$ cat src/rtl/bfg_pkg.sv
// ----------------------------------------------------------------------------
// bfg_pkg
// shared types, constants and helpers of the 5x7 glyph rasterizer
// ----------------------------------------------------------------------------
package bfg_pkg;

	localparam int CHAR_FIRST   = 32;
	localparam int CHAR_LAST    = 126;
	localparam int GLYPH_COUNT  = 95;
	localparam int GLYPH_ROWS   = 7;
	localparam int GLYPH_COLS   = 5;
	localparam int GLYPH_BITS   = GLYPH_ROWS * GLYPH_COLS;
	localparam int PIX_IDX_W    = 6;
	localparam int CELL_ADVANCE = 6;
	localparam int SUM_W        = 35;

	localparam logic [1:0] CFG_ORIGIN_X    = 2'd0;
	localparam logic [1:0] CFG_ORIGIN_Y    = 2'd1;
	localparam logic [1:0] CFG_PIXEL_SCALE = 2'd2;
	localparam logic [1:0] CFG_TEXT_COLOR  = 2'd3;

	typedef struct packed {
		logic [GLYPH_BITS-1:0] glyph;
		logic signed [15:0]    base_y;
		logic [7:0]            scale;
		logic [31:0]           color;
		logic                  shadow;
	} cmd_t;

	localparam int CMD_W = $bits(cmd_t);

	localparam logic [4:0] FONT_ROM [GLYPH_COUNT][GLYPH_ROWS] = '{
		'{5'h00,5'h00,5'h00,5'h00,5'h00,5'h00,5'h00}, '{5'h04,5'h04,5'h04,5'h04,5'h00,5'h04,5'h00},
		'{5'h0A,5'h0A,5'h00,5'h00,5'h00,5'h00,5'h00}, '{5'h0A,5'h1F,5'h0A,5'h1F,5'h0A,5'h00,5'h00},
		'{5'h0E,5'h15,5'h0E,5'h15,5'h0E,5'h00,5'h00}, '{5'h19,5'h1A,5'h04,5'h0B,5'h13,5'h00,5'h00},
		'{5'h0C,5'h12,5'h0C,5'h15,5'h0A,5'h00,5'h00}, '{5'h04,5'h04,5'h00,5'h00,5'h00,5'h00,5'h00},
		'{5'h02,5'h04,5'h04,5'h04,5'h02,5'h00,5'h00}, '{5'h08,5'h04,5'h04,5'h04,5'h08,5'h00,5'h00},
		'{5'h00,5'h15,5'h0E,5'h15,5'h00,5'h00,5'h00}, '{5'h00,5'h04,5'h0E,5'h04,5'h00,5'h00,5'h00},
		'{5'h00,5'h00,5'h00,5'h04,5'h08,5'h00,5'h00}, '{5'h00,5'h00,5'h0E,5'h00,5'h00,5'h00,5'h00},
		'{5'h00,5'h00,5'h00,5'h00,5'h04,5'h00,5'h00}, '{5'h01,5'h02,5'h04,5'h08,5'h10,5'h00,5'h00},
		'{5'h0E,5'h13,5'h15,5'h19,5'h0E,5'h00,5'h00}, '{5'h04,5'h0C,5'h04,5'h04,5'h0E,5'h00,5'h00},
		'{5'h0E,5'h11,5'h06,5'h08,5'h1F,5'h00,5'h00}, '{5'h0E,5'h11,5'h06,5'h11,5'h0E,5'h00,5'h00},
		'{5'h02,5'h06,5'h0A,5'h1F,5'h02,5'h00,5'h00}, '{5'h1F,5'h10,5'h1E,5'h01,5'h1E,5'h00,5'h00},
		'{5'h06,5'h08,5'h1E,5'h11,5'h0E,5'h00,5'h00}, '{5'h1F,5'h01,5'h02,5'h04,5'h04,5'h00,5'h00},
		'{5'h0E,5'h11,5'h0E,5'h11,5'h0E,5'h00,5'h00}, '{5'h0E,5'h11,5'h0F,5'h01,5'h0E,5'h00,5'h00},
		'{5'h00,5'h04,5'h00,5'h04,5'h00,5'h00,5'h00}, '{5'h00,5'h04,5'h00,5'h04,5'h08,5'h00,5'h00},
		'{5'h02,5'h04,5'h08,5'h04,5'h02,5'h00,5'h00}, '{5'h00,5'h1F,5'h00,5'h1F,5'h00,5'h00,5'h00},
		'{5'h08,5'h04,5'h02,5'h04,5'h08,5'h00,5'h00}, '{5'h0E,5'h11,5'h06,5'h00,5'h04,5'h00,5'h00},
		'{5'h0E,5'h11,5'h17,5'h16,5'h0F,5'h00,5'h00}, '{5'h04,5'h0A,5'h11,5'h1F,5'h11,5'h00,5'h00},
		'{5'h1E,5'h11,5'h1E,5'h11,5'h1E,5'h00,5'h00}, '{5'h0E,5'h11,5'h10,5'h11,5'h0E,5'h00,5'h00},
		'{5'h1C,5'h12,5'h11,5'h12,5'h1C,5'h00,5'h00}, '{5'h1F,5'h10,5'h1E,5'h10,5'h1F,5'h00,5'h00},
		'{5'h1F,5'h10,5'h1E,5'h10,5'h10,5'h00,5'h00}, '{5'h0E,5'h10,5'h17,5'h11,5'h0E,5'h00,5'h00},
		'{5'h11,5'h11,5'h1F,5'h11,5'h11,5'h00,5'h00}, '{5'h0E,5'h04,5'h04,5'h04,5'h0E,5'h00,5'h00},
		'{5'h01,5'h01,5'h01,5'h11,5'h0E,5'h00,5'h00}, '{5'h11,5'h12,5'h1C,5'h12,5'h11,5'h00,5'h00},
		'{5'h10,5'h10,5'h10,5'h10,5'h1F,5'h00,5'h00}, '{5'h11,5'h1B,5'h15,5'h11,5'h11,5'h00,5'h00},
		'{5'h11,5'h19,5'h15,5'h13,5'h11,5'h00,5'h00}, '{5'h0E,5'h11,5'h11,5'h11,5'h0E,5'h00,5'h00},
		'{5'h1E,5'h11,5'h1E,5'h10,5'h10,5'h00,5'h00}, '{5'h0E,5'h11,5'h11,5'h13,5'h0D,5'h00,5'h00},
		'{5'h1E,5'h11,5'h1E,5'h12,5'h11,5'h00,5'h00}, '{5'h0F,5'h10,5'h0E,5'h01,5'h1E,5'h00,5'h00},
		'{5'h1F,5'h04,5'h04,5'h04,5'h04,5'h00,5'h00}, '{5'h11,5'h11,5'h11,5'h11,5'h0E,5'h00,5'h00},
		'{5'h11,5'h11,5'h11,5'h0A,5'h04,5'h00,5'h00}, '{5'h11,5'h11,5'h15,5'h1B,5'h11,5'h00,5'h00},
		'{5'h11,5'h0A,5'h04,5'h0A,5'h11,5'h00,5'h00}, '{5'h11,5'h0A,5'h04,5'h04,5'h04,5'h00,5'h00},
		'{5'h1F,5'h02,5'h04,5'h08,5'h1F,5'h00,5'h00}, '{5'h0E,5'h08,5'h08,5'h08,5'h0E,5'h00,5'h00},
		'{5'h10,5'h08,5'h04,5'h02,5'h01,5'h00,5'h00}, '{5'h0E,5'h02,5'h02,5'h02,5'h0E,5'h00,5'h00},
		'{5'h04,5'h0A,5'h00,5'h00,5'h00,5'h00,5'h00}, '{5'h00,5'h00,5'h00,5'h00,5'h1F,5'h00,5'h00},
		'{5'h08,5'h04,5'h00,5'h00,5'h00,5'h00,5'h00}, '{5'h00,5'h0E,5'h01,5'h0F,5'h0F,5'h00,5'h00},
		'{5'h10,5'h1E,5'h11,5'h11,5'h1E,5'h00,5'h00}, '{5'h00,5'h0E,5'h10,5'h10,5'h0E,5'h00,5'h00},
		'{5'h01,5'h0F,5'h11,5'h11,5'h0F,5'h00,5'h00}, '{5'h00,5'h0E,5'h11,5'h1F,5'h0E,5'h00,5'h00},
		'{5'h06,5'h04,5'h0E,5'h04,5'h04,5'h00,5'h00}, '{5'h00,5'h0F,5'h11,5'h0F,5'h01,5'h0E,5'h00},
		'{5'h10,5'h1E,5'h11,5'h11,5'h11,5'h00,5'h00}, '{5'h04,5'h00,5'h04,5'h04,5'h04,5'h00,5'h00},
		'{5'h02,5'h00,5'h02,5'h02,5'h12,5'h0C,5'h00}, '{5'h10,5'h11,5'h16,5'h1C,5'h12,5'h00,5'h00},
		'{5'h0C,5'h04,5'h04,5'h04,5'h0E,5'h00,5'h00}, '{5'h00,5'h1A,5'h15,5'h15,5'h11,5'h00,5'h00},
		'{5'h00,5'h1E,5'h11,5'h11,5'h11,5'h00,5'h00}, '{5'h00,5'h0E,5'h11,5'h11,5'h0E,5'h00,5'h00},
		'{5'h00,5'h1E,5'h11,5'h1E,5'h10,5'h10,5'h00}, '{5'h00,5'h0F,5'h11,5'h0F,5'h01,5'h01,5'h00},
		'{5'h00,5'h16,5'h19,5'h10,5'h10,5'h00,5'h00}, '{5'h00,5'h0E,5'h10,5'h0E,5'h01,5'h0E,5'h00},
		'{5'h04,5'h0E,5'h04,5'h04,5'h06,5'h00,5'h00}, '{5'h00,5'h11,5'h11,5'h11,5'h0F,5'h00,5'h00},
		'{5'h00,5'h11,5'h11,5'h0A,5'h04,5'h00,5'h00}, '{5'h00,5'h11,5'h15,5'h15,5'h0A,5'h00,5'h00},
		'{5'h00,5'h11,5'h0A,5'h04,5'h0A,5'h11,5'h00}, '{5'h00,5'h11,5'h0A,5'h04,5'h08,5'h10,5'h00},
		'{5'h00,5'h1F,5'h02,5'h04,5'h1F,5'h00,5'h00}, '{5'h06,5'h04,5'h08,5'h04,5'h06,5'h00,5'h00},
		'{5'h04,5'h04,5'h04,5'h04,5'h04,5'h00,5'h00}, '{5'h0C,5'h04,5'h02,5'h04,5'h0C,5'h00,5'h00},
		'{5'h08,5'h15,5'h02,5'h00,5'h00,5'h00,5'h00}
	};

	// clamp to the signed range of a cw-bit coordinate
	function automatic logic signed [SUM_W-1:0] sat_coord(logic signed [SUM_W-1:0] v, int cw);
		logic signed [SUM_W-1:0] hi;
		logic signed [SUM_W-1:0] lo;
		hi = (SUM_W'(1) <<< (cw - 1)) - SUM_W'(1);
		lo = ~hi;
		if (v > hi) begin
			return hi;
		end else if (v < lo) begin
			return lo;
		end
		return v;
	endfunction

endpackage

$ cat src/rtl/bfg_if.sv
// ----------------------------------------------------------------------------
// bfg channels
// valid/ready channels for characters in and squares out
// ----------------------------------------------------------------------------
interface bfg_in_if;
	logic       valid;
	logic       ready;
	logic [7:0] char_code;
	logic       mode;
	logic       first_of_string;

	modport source(output valid, char_code, mode, first_of_string, input ready);
	modport sink(input valid, char_code, mode, first_of_string, output ready);
endinterface

interface bfg_out_if;
	logic               valid;
	logic               ready;
	logic signed [15:0] rect_x;
	logic signed [15:0] rect_y;
	logic [7:0]         rect_size;
	logic [31:0]        rect_color;
	logic               last_of_glyph;

	modport source(output valid, rect_x, rect_y, rect_size, rect_color, last_of_glyph,
		input ready);
	modport sink(input valid, rect_x, rect_y, rect_size, rect_color, last_of_glyph,
		output ready);
endinterface

$ cat src/rtl/bitmap_font_glyph_rasterizer_core.sv
// a taken character is queued, loaded into the pixel walker, then its squares are registered out
// throughput: one square per cycle unless the output stalls or the walker loads a new glyph
// the pixel walker sets the rate; blank codes are taken without entering the queue
// a two-entry command queue lets the front take characters while squares drain
// reset clears cursor and queue, config returns to origin 0, scale 1, color all ones
// ----------------------------------------------------------------------------
// bitmap_font_glyph_rasterizer_core
// 5x7 character generator emitting one filled square per lit font pixel
// ----------------------------------------------------------------------------
module bitmap_font_glyph_rasterizer_core
	import bfg_pkg::*;
#(
	parameter int COORD_WIDTH = 16
) (
	input  logic        clk,
	input  logic        arst_n,
	bfg_in_if.sink      glyph_in,
	bfg_out_if.source   rect_out,
	input  logic        cfg_we,
	input  logic [1:0]  cfg_index,
	input  logic [31:0] cfg_data
);

	localparam int QW = COORD_WIDTH + CMD_W;

	logic          push;
	logic [QW-1:0] push_data;
	logic          pop;
	logic [QW-1:0] pop_data;
	logic          full;
	logic          empty;
	logic          back_busy;
	cmd_t          push_cmd;

	assign push_cmd = push_data[CMD_W-1:0];

	bfg_front #(.CW(COORD_WIDTH)) u_front (
		.clk       (clk),
		.arst_n    (arst_n),
		.glyph_in  (glyph_in),
		.cfg_we    (cfg_we),
		.cfg_index (cfg_index),
		.cfg_data  (cfg_data),
		.full      (full),
		.push      (push),
		.push_data (push_data)
	);

	bfg_fifo #(.DATA_W(QW)) u_fifo (
		.clk       (clk),
		.arst_n    (arst_n),
		.push      (push),
		.push_data (push_data),
		.pop       (pop),
		.pop_data  (pop_data),
		.full      (full),
		.empty     (empty)
	);

	bfg_back #(.CW(COORD_WIDTH)) u_back (
		.clk      (clk),
		.arst_n   (arst_n),
		.empty    (empty),
		.pop_data (pop_data),
		.pop      (pop),
		.busy     (back_busy),
		.rect_out (rect_out)
	);

`ifndef SYNTHESIS
	a_no_blank_queued: assert property (@(posedge clk) disable iff (!arst_n)
		push |-> (push_cmd.glyph != '0))
		else $error("blank glyph queued");

	a_size_nonzero: assert property (@(posedge clk) disable iff (!arst_n)
		rect_out.valid |-> (rect_out.rect_size != 8'd0))
		else $error("square of size zero");

	a_pop_starts_walk: assert property (@(posedge clk) disable iff (!arst_n)
		pop |=> back_busy)
		else $error("pixel walker idle after load");
`endif

endmodule

$ cat src/rtl/bfg_front.sv
// ----------------------------------------------------------------------------
// bfg_front
// takes characters, holds config and cursor, queues lit glyphs
// ----------------------------------------------------------------------------
module bfg_front
	import bfg_pkg::*;
#(
	parameter int CW = 16
) (
	input  logic              clk,
	input  logic              arst_n,
	bfg_in_if.sink            glyph_in,
	input  logic              cfg_we,
	input  logic [1:0]        cfg_index,
	input  logic [31:0]       cfg_data,
	input  logic              full,
	output logic              push,
	output logic [CW+CMD_W-1:0] push_data
);

	logic [15:0] origin_x_q;
	logic [15:0] origin_y_q;
	logic [7:0]  pixel_scale_q;
	logic [31:0] text_color_q;
	logic signed [CW-1:0] cursor_q;

	logic                    accept;
	logic                    printable;
	logic [7:0]              code_off;
	logic [6:0]              rom_idx;
	logic [GLYPH_BITS-1:0]   glyph;
	logic [7:0]              scale;
	logic                    shadow;
	logic [9:0]              alpha3;
	logic signed [SUM_W-1:0] cur_base;
	logic signed [SUM_W-1:0] cur_next;
	logic [10:0]             advance;
	cmd_t                    cmd;

	assign glyph_in.ready = !full;
	assign accept = glyph_in.valid && !full;

	assign printable = (glyph_in.char_code >= 8'(CHAR_FIRST)) &&
		(glyph_in.char_code <= 8'(CHAR_LAST));
	assign code_off = glyph_in.char_code - 8'(CHAR_FIRST);
	assign rom_idx = printable ? code_off[6:0] : 7'd0;

	always_comb begin
		for (int r = 0; r < GLYPH_ROWS; r++) begin
			for (int c = 0; c < GLYPH_COLS; c++) begin
				glyph[r*GLYPH_COLS + c] = printable &&
					FONT_ROM[rom_idx][r][GLYPH_COLS-1-c];
			end
		end
	end

	assign scale = (pixel_scale_q == 8'd0) ? 8'd1 : pixel_scale_q;
	assign shadow = !glyph_in.mode;
	assign alpha3 = 10'(text_color_q[7:0]) * 10'd3;

	assign cur_base = glyph_in.first_of_string ?
		sat_coord(SUM_W'(signed'(origin_x_q)), CW) : SUM_W'(cursor_q);
	assign advance = 11'(scale) * 11'(CELL_ADVANCE);
	assign cur_next = sat_coord(cur_base + SUM_W'(advance), CW);

	always_comb begin
		cmd.glyph  = glyph;
		cmd.base_y = signed'(origin_y_q);
		cmd.scale  = scale;
		cmd.color  = shadow ? {24'd0, alpha3[9:2]} : text_color_q;
		cmd.shadow = shadow;
	end

	assign push = accept && (glyph != '0);
	assign push_data = {cur_base[CW-1:0], cmd};

	always_ff @(posedge clk or negedge arst_n) begin
		if (!arst_n) begin
			origin_x_q    <= '0;
			origin_y_q    <= '0;
			pixel_scale_q <= 8'd1;
			text_color_q  <= 32'hFFFF_FFFF;
			cursor_q      <= '0;
		end else begin
			if (cfg_we) begin
				case (cfg_index)
					CFG_ORIGIN_X:    origin_x_q    <= cfg_data[15:0];
					CFG_ORIGIN_Y:    origin_y_q    <= cfg_data[15:0];
					CFG_PIXEL_SCALE: pixel_scale_q <= cfg_data[7:0];
					CFG_TEXT_COLOR:  text_color_q  <= cfg_data;
					default: ;
				endcase
			end
			if (accept) begin
				cursor_q <= cur_next[CW-1:0];
			end
		end
	end

endmodule

$ cat src/rtl/bfg_fifo.sv
// ----------------------------------------------------------------------------
// bfg_fifo
// two-entry queue of glyph commands between front and back
// ----------------------------------------------------------------------------
module bfg_fifo #(
	parameter int DATA_W = 8
) (
	input  logic              clk,
	input  logic              arst_n,
	input  logic              push,
	input  logic [DATA_W-1:0] push_data,
	input  logic              pop,
	output logic [DATA_W-1:0] pop_data,
	output logic              full,
	output logic              empty
);

	logic [DATA_W-1:0] mem_q [2];
	logic              wr_ptr_q;
	logic              rd_ptr_q;
	logic [1:0]        count_q;

	assign full     = (count_q == 2'd2);
	assign empty    = (count_q == 2'd0);
	assign pop_data = mem_q[rd_ptr_q];

	always_ff @(posedge clk) begin
		if (push) begin
			mem_q[wr_ptr_q] <= push_data;
		end
	end

	always_ff @(posedge clk or negedge arst_n) begin
		if (!arst_n) begin
			wr_ptr_q <= 1'b0;
			rd_ptr_q <= 1'b0;
			count_q  <= 2'd0;
		end else begin
			if (push) begin
				wr_ptr_q <= !wr_ptr_q;
			end
			if (pop) begin
				rd_ptr_q <= !rd_ptr_q;
			end
			case ({push, pop})
				2'b10:   count_q <= count_q + 2'd1;
				2'b01:   count_q <= count_q - 2'd1;
				default: count_q <= count_q;
			endcase
		end
	end

endmodule

$ cat src/rtl/bfg_back.sv
// ----------------------------------------------------------------------------
// bfg_back
// walks the lit pixels of one glyph, one square per cycle unless the output stalls
// ----------------------------------------------------------------------------
module bfg_back
	import bfg_pkg::*;
#(
	parameter int CW = 16
) (
	input  logic                clk,
	input  logic                arst_n,
	input  logic                empty,
	input  logic [CW+CMD_W-1:0] pop_data,
	output logic                pop,
	output logic                busy,
	bfg_out_if.source           rect_out
);

	logic                  busy_q;
	logic [GLYPH_BITS-1:0] mask_q;
	logic signed [CW-1:0]  cursor_q;
	logic signed [15:0]    base_y_q;
	logic [7:0]            scale_q;
	logic [31:0]           color_q;
	logic                  shadow_q;

	logic                  out_valid_q;
	logic signed [15:0]    rect_x_q;
	logic signed [15:0]    rect_y_q;
	logic [7:0]            rect_size_q;
	logic [31:0]           rect_color_q;
	logic                  last_q;

	cmd_t                    cmd;
	logic                    emit;
	logic [PIX_IDX_W-1:0]    pix_idx;
	logic [2:0]              row;
	logic [2:0]              col;
	logic [10:0]             x_off;
	logic [10:0]             y_off;
	logic [GLYPH_BITS-1:0]   rest;
	logic signed [SUM_W-1:0] x_sum;
	logic signed [SUM_W-1:0] y_sum;
	logic signed [SUM_W-1:0] x_sat;
	logic signed [SUM_W-1:0] y_sat;

	assign cmd  = pop_data[CMD_W-1:0];
	assign pop  = !busy_q && !empty;
	assign busy = busy_q;
	assign emit = busy_q && (!out_valid_q || rect_out.ready);

	// lowest lit pixel, with its row and column
	always_comb begin
		pix_idx = '0;
		row     = '0;
		col     = '0;
		for (int r = GLYPH_ROWS - 1; r >= 0; r--) begin
			for (int c = GLYPH_COLS - 1; c >= 0; c--) begin
				if (mask_q[r*GLYPH_COLS + c]) begin
					pix_idx = PIX_IDX_W'(r*GLYPH_COLS + c);
					row     = 3'(r);
					col     = 3'(c);
				end
			end
		end
	end

	assign rest  = mask_q & ~(GLYPH_BITS'(1) << pix_idx);
	assign x_off = 11'(col) * 11'(scale_q);
	assign y_off = 11'(row) * 11'(scale_q);

	assign x_sum = SUM_W'(cursor_q) + SUM_W'(x_off) + SUM_W'(shadow_q);
	assign y_sum = SUM_W'(base_y_q) + SUM_W'(y_off) + SUM_W'(shadow_q);
	assign x_sat = sat_coord(x_sum, CW);
	assign y_sat = sat_coord(y_sum, CW);

	always_ff @(posedge clk) begin
		if (pop) begin
			cursor_q <= pop_data[CW+CMD_W-1:CMD_W];
			base_y_q <= cmd.base_y;
			scale_q  <= cmd.scale;
			color_q  <= cmd.color;
			shadow_q <= cmd.shadow;
		end
		if (emit) begin
			rect_x_q     <= x_sat[15:0];
			rect_y_q     <= y_sat[15:0];
			rect_size_q  <= scale_q;
			rect_color_q <= color_q;
			last_q       <= (rest == '0);
		end
	end

	always_ff @(posedge clk or negedge arst_n) begin
		if (!arst_n) begin
			busy_q      <= 1'b0;
			mask_q      <= '0;
			out_valid_q <= 1'b0;
		end else begin
			if (pop) begin
				busy_q <= 1'b1;
				mask_q <= cmd.glyph;
			end else if (emit) begin
				busy_q <= (rest != '0);
				mask_q <= rest;
			end
			if (emit) begin
				out_valid_q <= 1'b1;
			end else if (rect_out.ready) begin
				out_valid_q <= 1'b0;
			end
		end
	end

	assign rect_out.valid         = out_valid_q;
	assign rect_out.rect_x        = rect_x_q;
	assign rect_out.rect_y        = rect_y_q;
	assign rect_out.rect_size     = rect_size_q;
	assign rect_out.rect_color    = rect_color_q;
	assign rect_out.last_of_glyph = last_q;

endmodule

$ cat src/flat_wrapper.sv
// flat-port wrapper written by rule: the top's interface ports become plain ports
module bitmap_font_glyph_rasterizer_core_flat import bfg_pkg::*;
#(
	parameter int COORD_WIDTH = 16
)
  (clk, arst_n, cfg_we, cfg_index, cfg_data, glyph_in_valid, glyph_in_char_code, glyph_in_mode, glyph_in_first_of_string, glyph_in_ready, rect_out_valid, rect_out_rect_x, rect_out_rect_y, rect_out_rect_size, rect_out_rect_color, rect_out_last_of_glyph, rect_out_ready);
  bfg_in_if glyph_in_i ();
  bfg_out_if rect_out_i ();
  input  logic clk;
  input  logic arst_n;
  input  logic cfg_we;
  input  logic [1:0] cfg_index;
  input  logic [31:0] cfg_data;
  input wire logic [$bits(glyph_in_i.valid)-1:0] glyph_in_valid;
  input wire logic [$bits(glyph_in_i.char_code)-1:0] glyph_in_char_code;
  input wire logic [$bits(glyph_in_i.mode)-1:0] glyph_in_mode;
  input wire logic [$bits(glyph_in_i.first_of_string)-1:0] glyph_in_first_of_string;
  output wire logic [$bits(glyph_in_i.ready)-1:0] glyph_in_ready;
  output wire logic [$bits(rect_out_i.valid)-1:0] rect_out_valid;
  output wire logic [$bits(rect_out_i.rect_x)-1:0] rect_out_rect_x;
  output wire logic [$bits(rect_out_i.rect_y)-1:0] rect_out_rect_y;
  output wire logic [$bits(rect_out_i.rect_size)-1:0] rect_out_rect_size;
  output wire logic [$bits(rect_out_i.rect_color)-1:0] rect_out_rect_color;
  output wire logic [$bits(rect_out_i.last_of_glyph)-1:0] rect_out_last_of_glyph;
  input wire logic [$bits(rect_out_i.ready)-1:0] rect_out_ready;
  assign glyph_in_i.valid = glyph_in_valid;
  assign glyph_in_i.char_code = glyph_in_char_code;
  assign glyph_in_i.mode = glyph_in_mode;
  assign glyph_in_i.first_of_string = glyph_in_first_of_string;
  assign glyph_in_ready = glyph_in_i.ready;
  assign rect_out_valid = rect_out_i.valid;
  assign rect_out_rect_x = rect_out_i.rect_x;
  assign rect_out_rect_y = rect_out_i.rect_y;
  assign rect_out_rect_size = rect_out_i.rect_size;
  assign rect_out_rect_color = rect_out_i.rect_color;
  assign rect_out_last_of_glyph = rect_out_i.last_of_glyph;
  assign rect_out_i.ready = rect_out_ready;
  bitmap_font_glyph_rasterizer_core #(.COORD_WIDTH(COORD_WIDTH)) u_core (.clk(clk), .arst_n(arst_n), .glyph_in(glyph_in_i), .rect_out(rect_out_i), .cfg_we(cfg_we), .cfg_index(cfg_index), .cfg_data(cfg_data));
endmodule
$ cat config.mk
export PLATFORM = sky130hd
export DESIGN_NAME = bitmap_font_glyph_rasterizer_core_flat
export DESIGN_NICKNAME = d
export VERILOG_FILES = /design/src/rtl/bfg_pkg.sv /design/src/rtl/bfg_if.sv /design/src/rtl/bitmap_font_glyph_rasterizer_core.sv /design/src/rtl/bfg_front.sv /design/src/rtl/bfg_fifo.sv /design/src/rtl/bfg_back.sv /design/src/flat_wrapper.sv
export SDC_FILE = /design/constraint.sdc
export NUM_CORES = 1
export LEC_CHECK = 0
export BUFFER_PORTS_ARGS = -buffer_cell sky130_fd_sc_hd__buf_2
export CORE_ASPECT_RATIO = 0.9
export CORE_MARGIN = 2
export CORE_UTILIZATION = 56
export CTS_BUF_LIST = sky130_fd_sc_hd__clkbuf_16
export DETAILED_ROUTE_END_ITERATION = 10
export PLACE_DENSITY = 0.73
export SLEW_MARGIN = 30
export SYNTH_ARGS = -nofsm -noshare
export SYNTH_HDL_FRONTEND = slang
export SYNTH_HIERARCHICAL = 1
export SYNTH_SLANG_ARGS = --single-unit
$ cat constraint.sdc
create_clock -name clk -period 6.2 [get_ports clk]
set_clock_uncertainty 0.05 [all_clocks]
set_input_delay 1.24 -clock clk [delete_from_list [all_inputs] [get_ports clk]]
set_output_delay 1.24 -clock clk [all_outputs]
set_load 0.1 [all_outputs]
==> metrics.cfg, run 1 <==
[placed_design]
place_area_mm2 = 0.0297
numPortBuffers = 123
place_congestion = 1.04
hpwl_um = 60900
dp_cells = 3179

[global_routing]
grt_pass1_wl_um = 127000
antenna_found_initial = 6
grt_pass1_vias = 20700
grt_max_degree = 125
overflow = 0
grtUsageTotal = 0.344

[cts]
cts_buffers = 48
cts_max_level = 2
cts_tree = built
clock_path_buffers = 3
root_buffer = clkbuf_16
clk_latency_ns = 0.60
cts_sinks = 491
path_clk_slew_ns = 0.07

[synth]
synthFlopType = edfxtp_1
yosysTopAreaCellShare = 0.407
netlist_top_cells_count = edfxtp_1, nand2_1, mux2_2
synth_top_family_by_area = compound AO/OA/AOI/OAI gates
synthTopCellsByArea = edfxtp_1, dfrtp_1, mux2_2
synth_simple_gate_area_frac = 0.116
async_flop_share = 0.263
synth-xor-area-share = 0.0213
synth_edf_count = 362
synth_seq_cells = 491
muxShareOfSynthArea = 0.0863
synth_compound_area_frac = 0.148
yosys_warnings = 6
synth_area_leader_cell = edfxtp_1
synth.cell_area_mm2 = 0.0267
synth_fa_ha_area_frac = 0.0586
netlist-cell-type-count = 103
syn_inst = 2322
ys_seq_area_frac = 0.530
syn_area_per_cell_um2 = 11.5
synth_most_common_cell = edfxtp_1

[timing]
fin_ws_ns = -0.103
rsz0062_at_grt = yes
tightest_slew_ns = 0.989
hold_viol = 0
fin_crit_ns = 6.30
setup_viol = 11
finalCritPeriodShare = 1.02
slew_headroom = 0.341
fmax_mhz = 159
slew_viol_final = 0

[worst_setup_path]
crit_type = register to register
crit_slowest_cell = fa_1
crit_required_ns = 6.48
worst_ep_arrival_time_ns = 6.58
crit_fanout = 6
worstSetupEndpointType = register
worst_setup_path_start_kind = register
max_stage_delay_ns = 0.49
reg2reg_depth = 30

[power]
power_density_mw_per_mm2 = 464
leakagePower_nw = 12.3
power_w = 0.0147
worst_ir_drop_vdd_mv = 0.383

[die]
rows = 75
initial_utilization = 0.570
core_mm2 = 0.0468
fp.dieH_um = 211
die_w_um = 234
ios = 124
design.die.area_mm2 = 0.0494

[status]
violations = setup timing
outcome = finished with violations

[final_layout]
drive_above_1_share = 0.306
antenna_cells = 0
finalNonFillerCells = 3279
finalNetCount = 2785
multi_input_area_mm2 = 0.0119
nFillCells = 3475
syn_to_final_growth_pct = 18.5
final-seq-area_mm2 = 0.0141
final_area_mm2 = 0.0316

[worst_hold_path]
hp-class = register to register
whs_path_depth = 0

[drt]
wl_per_cell_um = 26.3
drt-initial-drc-count = 2247
drt.antenna.violating_nets = 0
vias_per_cell = 6.42
drcViolationCount = 0
wl_um = 86300
drt-pass1-iter-count = 6
num_vias = 21100

[job]
drv_cap = 0

power by group:
| part | switching, W | internal, W | total [W] |
|---|---|---|---|
| Combinational | 0.00438 | 0.00263 | 0.00701 |
| Sequential | 0.000297 | 0.00448 | 0.00478 |
| Clock | 0.00126 | 0.00164 | 0.00290 |
final timing paths:
kind / startpoint / end / slack, ns
max: u_core/u_back/mask_q[29] / u_core/u_back/rect_out.rect_x[8] / -0.10
min: u_core/u_back/color_q[12] / u_core/u_back/rect_out.rect_color[12] / 0.37
max reg2reg: u_core/u_back/mask_q[29] / u_core/u_back/rect_out.rect_x[8] / -0.10
min reg2reg: u_core/u_back/color_q[12] / u_core/u_back/rect_out.rect_color[12] / 0.37
max in group asynchronous: arst_n / u_core/u_fifo/rd_ptr_q / 4.33
min in group asynchronous: arst_n / u_core/u_back/mask_q[8] / 0.68
area by class of cell:
class                   instances  share of cell area
well taps                     616              0.0244
repair buffers                388              0.0900
clock buffers                  48              0.0380
inverters                      98              0.0118
flip-flops and latches        491               0.447
clock inverters                42              0.0122
multi-input cells            1596               0.376
timing repair:
action                     4_1_cts  5_1_grt
setup endpoints to repair       29       31
hold buffers                     0        0
setup buffers                    1        7
resized for setup               11       66
pin swaps                        2       22
gates cloned                     0        2
sequential cells by signal, summed over array words and instances (netlist names), 2 cells and up:
signal,cells
u_core/u_back/base_y_q,16
u_core/u_back/color_q,32
u_core/u_back/cursor_q,16
u_core/u_back/mask_q,35
u_core/u_back/rect_out.rect_color,32
u_core/u_back/rect_out.rect_size,8
u_core/u_back/rect_out.rect_x,16
u_core/u_back/rect_out.rect_y,16
u_core/u_back/scale_q,8
u_core/u_fifo/count_q,2
u_core/u_fifo/mem_q,216
u_core/u_front/cursor_q,16
u_core/u_front/origin_x_q,16
u_core/u_front/origin_y_q,16
u_core/u_front/pixel_scale_q,8
u_core/u_front/text_color_q,32
per-layer routing:
layer / share of wire / vias to the layer above / global-route usage
li1: - / 9254 / -
met1: 0.41 / 10400 / 0.469
met2: 0.46 / 1092 / 0.533
met3: 0.088 / 274 / 0.0667
met4: 0.050 / 6 / 0.159
met5: 0.00048 / - / 0
critical path, delay by kind of cell, from the launching register on:
kind / cells / cell delay, ns
DFF: 1 / 0.41
buffers and inverters: 4 / 0.36
adders and majority gates: 4 / 1.35
AOI/OAI and AO/OA: 12 / 2.14
xor gates and xnor gates: 1 / 0.20
and+or+nand+nor: 9 / 1.54
metrics by stage:
step | util | hold slack, ns | TNS (ns) | setup WS (ns)
after global placement | 0.634 | 0.352 | -3.31 | -0.261
final | 0.675 | 0.368 | -0.602 | -0.103
after CTS | 0.669 | 0.370 | -0.192 | -0.0279
after floorplan | - | 0.350 | 0 | 0.0432
after detailed placement | 0.634 | 0.355 | -5.20 | -0.373
after global routing | 0.675 | 0.380 | -5.57 | -0.417
cells in the final DEF (no fill, tap or decap), types with 15 or more instances in the layout:
cell type	netlist	layout
nand2b_1	39	37
nor2b_1	16	15
a31oi_1	29	27
dfrtp_1	96	94
nand3_1	51	49
o21ai_1	27	28
nor2_1	125	121
a211oi_1	21	21
edfxtp_1	362	362
buf_12	0	18
ha_1	93	88
nor3_1	36	35
xnor2_1	43	41
and2_1	46	44
o21bai_1	18	18
xor2_1	22	22
dfstp_2	33	33
o211ai_1	19	19
buf_2	36	122
nand2_1	202	193
o21ai_0	139	128
buf_4	17	245
inv_1	95	96
nor4_1	21	18
fa_1	20	18
o31a_1	19	19
a21o_1	22	22
clkbuf_16	0	48
a21oi_1	141	131
mux2_2	184	184
cells by family (layout without fill, tap and decap cells):
kind of cell | after synthesis | count (layout)
flops | 491 | 491
buf+inv | 240 | 576
compound gates | 595 | 595
simple gates | 615 | 616
mux | 202 | 202
fa+ha+maj | 113 | 113
xor+xnor | 65 | 65
other cells | 1 | 5
Note: power is estimated with default switching activity, not from simulation.
==> run 2, diff against run 1 <==
--- a/config.mk
+++ b/config.mk
@@ -6,14 +6,10 @@
 export NUM_CORES = 1
 export LEC_CHECK = 0
 export BUFFER_PORTS_ARGS = -buffer_cell sky130_fd_sc_hd__buf_2
-export CORE_ASPECT_RATIO = 0.9
-export CORE_MARGIN = 2
-export CORE_UTILIZATION = 56
+export CAP_MARGIN = 20
 export CTS_BUF_LIST = sky130_fd_sc_hd__clkbuf_16
 export DETAILED_ROUTE_END_ITERATION = 10
-export PLACE_DENSITY = 0.73
 export SLEW_MARGIN = 30
 export SYNTH_ARGS = -nofsm -noshare
 export SYNTH_HDL_FRONTEND = slang
-export SYNTH_HIERARCHICAL = 1
 export SYNTH_SLANG_ARGS = --single-unit
==> metrics.cfg, run 2 <==
[synth]
yosys_warnings = 0

[status]
error = ERROR: TCL interpreter returned an error: Source files actually used in the design:
outcome = did not finish
failed_stage = synthesis (1_2_yosys)

